`src/rtl/text_terminal_scroll_engine_defines.svh`:
```
// ---------------------------------------------------------------------------
// Text terminal scroll engine: assertion macros
// Shared property shapes for the concurrent checks of the top level.
// ---------------------------------------------------------------------------
`ifndef TEXT_TERMINAL_SCROLL_ENGINE_DEFINES_SVH
`define TEXT_TERMINAL_SCROLL_ENGINE_DEFINES_SVH

// Same-cycle implication, checked only outside reset.
`define TTS_ASSERT_NOW(label, ante, cons, msg) \
    label: assert property (@(posedge clk) disable iff (!rst_n) (ante) |-> (cons)) \
        else $error(msg);

// Next-cycle implication, checked only outside reset.
`define TTS_ASSERT_NEXT(label, ante, cons, msg) \
    label: assert property (@(posedge clk) disable iff (!rst_n) (ante) |=> (cons)) \
        else $error(msg);

`endif

```
`src/rtl/tts_pkg.sv`:
```
// ---------------------------------------------------------------------------
// tts_pkg
// Types and constants shared by the text terminal scroll engine modules.
// ---------------------------------------------------------------------------
package tts_pkg;

    localparam int ROW_W   = 5;
    localparam int COL_W   = 7;
    localparam int CHAR_W  = 8;
    localparam int COLOR_W = 8;
    localparam int CELL_W  = 16;
    localparam int FILL_W  = 8;

    // Request codes.
    localparam logic REQ_PUT  = 1'b0;
    localparam logic REQ_READ = 1'b1;

    localparam logic [CHAR_W-1:0]  NEWLINE_CODE = 8'd10;
    localparam logic [CHAR_W-1:0]  SPACE_CODE   = 8'd32;
    localparam logic [COLOR_W-1:0] RESET_COLOR  = 8'h07;

    typedef struct packed {
        logic              req_type;
        logic [CHAR_W-1:0] char_code;
        logic [ROW_W-1:0]  read_row;
        logic [COL_W-1:0]  read_col;
    } req_t;

    typedef struct packed {
        logic [CELL_W-1:0] cell_entry;
        logic [ROW_W-1:0]  cursor_row_now;
        logic [COL_W-1:0]  cursor_col_now;
        logic              did_scroll;
        logic              bad_address;
    } result_t;

    // Commands from the controller to the datapath.
    typedef struct packed {
        logic capture;
        logic locate;
        logic access;
    } ctrl_cmd_t;

endpackage

```
`src/rtl/tts_ctrl.sv`:
```
// ---------------------------------------------------------------------------
// tts_ctrl
// Sequencer that walks each item through locate, access and result cycles.
// ---------------------------------------------------------------------------
module tts_ctrl (
    input  logic               clk,
    input  logic               rst_n,
    input  logic               start,
    output logic               busy,
    output logic               done,
    output tts_pkg::ctrl_cmd_t cmd
);

    import tts_pkg::*;

    typedef enum logic [1:0] {
        S_IDLE,
        S_LOCATE,
        S_ACCESS,
        S_DONE
    } state_t;

    state_t state_reg;
    logic   busy_reg;
    logic   done_reg;
    logic   accept;

    assign accept = start && !busy_reg;

    always_ff @(posedge clk or negedge rst_n)
    begin
        if (!rst_n)
        begin
            state_reg <= S_IDLE;
            busy_reg  <= 1'b0;
            done_reg  <= 1'b0;
        end
        else
        begin
            case (state_reg)
                S_IDLE, S_DONE:
                begin
                    done_reg <= 1'b0;
                    if (accept)
                    begin
                        state_reg <= S_LOCATE;
                        busy_reg  <= 1'b1;
                    end
                    else
                    begin
                        state_reg <= S_IDLE;
                    end
                end
                S_LOCATE:
                begin
                    state_reg <= S_ACCESS;
                end
                S_ACCESS:
                begin
                    state_reg <= S_DONE;
                    busy_reg  <= 1'b0;
                    done_reg  <= 1'b1;
                end
                default:
                begin
                    state_reg <= S_IDLE;
                    busy_reg  <= 1'b0;
                    done_reg  <= 1'b0;
                end
            endcase
        end
    end

    assign busy        = busy_reg;
    assign done        = done_reg;
    assign cmd.capture = accept;
    assign cmd.locate  = (state_reg == S_LOCATE);
    assign cmd.access  = (state_reg == S_ACCESS);

endmodule

```
`config.mk`:
```
export PLATFORM = sky130hd
export DESIGN_NAME = tts_ctrl
export DESIGN_NICKNAME = d
export VERILOG_FILES = /design/src/rtl/text_terminal_scroll_engine_defines.svh /design/src/rtl/tts_pkg.sv /design/src/rtl/tts_ctrl.sv
export SDC_FILE = /design/constraint.sdc
export NUM_CORES = 1
export LEC_CHECK = 0
export ABC_AREA = 1
export BUFFER_PORTS_ARGS = -buffer_cell sky130_fd_sc_hd__buf_2
export CELL_PAD_IN_SITES_DETAIL_PLACEMENT = 0
export CELL_PAD_IN_SITES_GLOBAL_PLACEMENT = 1
export CORE_AREA = 2 2 39 41
export DETAILED_ROUTE_END_ITERATION = 8
export DIE_AREA = 0 0 41 43
export GPL_TIMING_DRIVEN = 0
export PLACE_DENSITY_LB_ADDON = 0.1
export SLEW_MARGIN = 20
export SYNTH_ARGS = -nofsm -noshare
export SYNTH_HDL_FRONTEND = slang
export SYNTH_SLANG_ARGS = --single-unit
export TNS_END_PERCENT = 30
```
`constraint.sdc`:
```
create_clock -name clk -period 1.4 [get_ports clk]
set_clock_uncertainty 0.1 [all_clocks]
set_input_delay 0.07 -clock clk [delete_from_list [all_inputs] [get_ports clk]]
set_output_delay 0.07 -clock clk [all_outputs]
set_load 0.05 [all_outputs]
```
[After elaboration in Yosys (flattened, before gate mapping)]
Cells that the tools add are included.
Storage, ports and cells
  memory bits (writable): 0
  logic and storage cells: 18
  bits of input ports: 3
  register bits: 4
  latch bits: 0
  memories kept: 0
  output and inout bits: 5
  ROM bits: 0
Cells by class
  equal/unequal tests: 4
  multiplexer cells: 5
  divide/modulo/power cells: 0
  bitwise gates (word level): 0
  $lt $le $gt $ge: 0
  shifts and indexed selects: 0
  multiply operators: 0
  reduce and logical (&&, ||, !) cells: 6
  $add $sub $neg: 0
Operators with widths (number)
  $pmux 2 s3: 1
  $eq 2x2->1 const B: 2
  $pmux 1 s2: 2
  $eq 2x1->1 const B: 1
  $logic_not 2->1: 1
  $mux 1: 2
  $ne 2x2->1 const B: 1
  $reduce_and 2->1: 1
  $reduce_bool 2->1: 1
  $reduce_or 2->1: 1
  $logic_and 1x1->1: 1
  $logic_not 1->1: 1

[Depth between registers and ports, before layout]
  depth in word-level cells: 4
  mapped depth: 7
  depth with buffers taken out: 7

[Worst setup path after synthesis]
Ideal clock, no wire load.
  path kind: register to register
  start: register state_reg[0]
  end: register busy_reg, in the netlist busy
  data arrival time: 1210 ps
  cell stages (with the launch flop): 6
  required time: 1181 ps
  buffers on the path: 0
  slack: -29 ps
  clock period less this slack: 1429 ps
  library setup time: 119 ps
  cell sequence: dfrtp_1 > inv_1 > ha_1 > nand2_2 > nand3_1 > nand2_1
RTL lines
  from (decl): line tts_ctrl.sv:23  | state_t state_reg;
  from (signal assigned): line tts_ctrl.sv:34  | state_reg <= S_IDLE;
  from (signal assigned): line tts_ctrl.sv:46  | state_reg <= S_LOCATE;
  from (signal assigned): line tts_ctrl.sv:51  | state_reg <= S_IDLE;
  to (signal assigned): line tts_ctrl.sv:35  | busy_reg <= 1'b0;
  to (signal assigned): line tts_ctrl.sv:47  | busy_reg <= 1'b1;
  to (signal assigned): line tts_ctrl.sv:61  | busy_reg <= 1'b0;
  to (decl): line tts_ctrl.sv:24  | logic busy_reg;

==> out/qor.csv <==
metric;value;unit
yosysWarnings;0;
setup_viol;0;
outcome;completed;
core-area;1380;sq um
largest_reg_flops;2;
min_period_over_period;0.939;
start_kind;flip-flop;
firstDrtPassIters;2;
grt_start_max_net_pins;5;
clk_latency;0.23;ns
wire_per_inst;7.88;microns
ant_nets;0;
syn_nets;32;
viasPerCell;3.44;
drive_above_1_share;0.444;
synth.top_cell.area_share;0.432;
synthFlopType;dfrtp_1;
portBuffers;7;
place_ws;0.160;ns
max_freq;761;MHz
gr-total-overflow;0;
layout_setup_ws;0.0859;ns
cts-htree-levels;1;
tightest_slew;0.252;ns
synth_async_sr_flop_share;1.00;
rsz0062_at_grt;false;
antennaDiodeCount;0;
yosysSeqAreaShare;0.432;
clk_pin_slew;0.04;ns
die_area;1760;sq um
period_needed;1.31;ns
cts_tree;built;
hpwlAfterDp;356;microns
drcViolationCount;0;
routed_wl;410;microns
cts.sinks;4;
netlist_instances;25;
hold_path_class;in2reg;
gp_congestion;0.612;
vias;179;
worstSetupEndpointType;primary output;
max_slew_margin;0.833;
fin_nets;45;
yosys.area.top_type;dfrtp_1;
syn-mean-instance-area;9.26;sq um
grt.total_usage;0.0646;
synthDistinctLibCells;11;
grt_pass1_wl;696;microns
r2r_slack;0.17;ns
synth_most_common_cell;inv_1;
numCtsBuffers;3;
synthTopCellsByArea;dfrtp_1 43%, ha_1 22%, inv_1 9.7%, nand2_2 5.4%, nand2_1 4.9%;
die_h;43;microns
worstPathArrival;1.14;ns
syn_area;231;sq um
worstPathMaxFanout;3;
hold_violations;0;
grt_pass1_vias;180;
worst_ep_required_time;1.23;ns
final_max_slew_viol_count;0;
core.rowCount;14;
drt_iter0_drc;1;
io_pins;8;
start_util;0.167;
fin_tns_setup;0;ns
area_growth;40.0;%
die_w;41;microns
maxCapViolCount;0;
ctsLongestPathBuffers;2;
critPathKind;reg2out;
ys_ff_latch;4;
synth_edf_count;0;
root_buffer;clkbuf_4;
ys_top_cells_by_count;6 x inv_1, 4 x dfrtp_1, 4 x ha_1;
antenna_found_initial;0;
-- through the flow --
stage	hold WS (ns)	util	std cells	cell area (sq um)
CTS	0.00699	0.232	52	322
detailed placement	-0.224	0.209	48	289
floorplan	-0.326	-	25	234
global placement	-0.222	0.209	48	289
global route	0.0214	0.234	52	324
finish	0.0147	0.234	52	324
-- metal layers --
| metal | GRT usage | part of all wire | vias to the layer above |
|---|---|---|---|
| met5 | 0 | 0 | - |
| met4 | 0.0200 | 0 | 0 |
| met3 | 0.0628 | 0.083 | 0 |
| met2 | 0.0844 | 0.46 | 5 |
| met1 | 0.0719 | 0.46 | 80 |
| li1 | - | - | 94 |
-- cell families (layout without fill, tap and decap cells) --
family | after synthesis | count (layout) | share of synthesized area
DFF | 4 | 4 | 0.432
adders and majority gates | 4 | 4 | 0.216
buffers and inverters | 8 | 19 | 0.146
AOI/OAI and AO/OA | 1 | 1 | 0.0216
and+or+nand+nor | 8 | 8 | 0.184
-- final cells by class --
cell class	count	area (sq um)
Clock buffer	3	22.5
Inverter	7	26.3
Sequential cell	4	100
Tap cell	16	20.0
Buffer	1	7.51
Multi-Input combinational cell	13	100
Timing Repair Buffer	8	47.5
Fill cell	166	1060
-- worst max-delay path: stages (launching register included) --
cell	delay, ns
dfrtp_1	0.39
inv_1	0.09
ha_2	0.20
clkbuf_4	0.23
-- repair_timing --
item | 4_1_cts | 5_1_grt
gates resized for setup | 0 | 1
buffers inserted | 0 | 0
hold endpoints to repair | 4 | 0
setup endpoints to repair | 0 | 1
hold buffers | 1 | 0
-- final timing paths --
path / start / to / cells past startpoint
min in group asynchronous: rst_n / done / 2
hold / removal: start / state_reg[0] / 3
hold reg to reg: done / done / 2
max in group asynchronous: rst_n / state_reg[1] / 2
setup / recovery: state_reg[0] / cmd[0] / 3
setup reg to reg: state_reg[0] / busy / 6
-- cells in the final DEF, fill, tap and decap left out, drive strengths merged --
cell type and instances:
buf 7, dlygate4sd3 1, nand2 5, o21ai 1, clkbuf 4, dfrtp 4, nand3 2, inv 7
nor2 1, ha 4
Power is not shown: default switching activity piles up to over one toggle a cycle in this logic, so the estimate is an artifact.
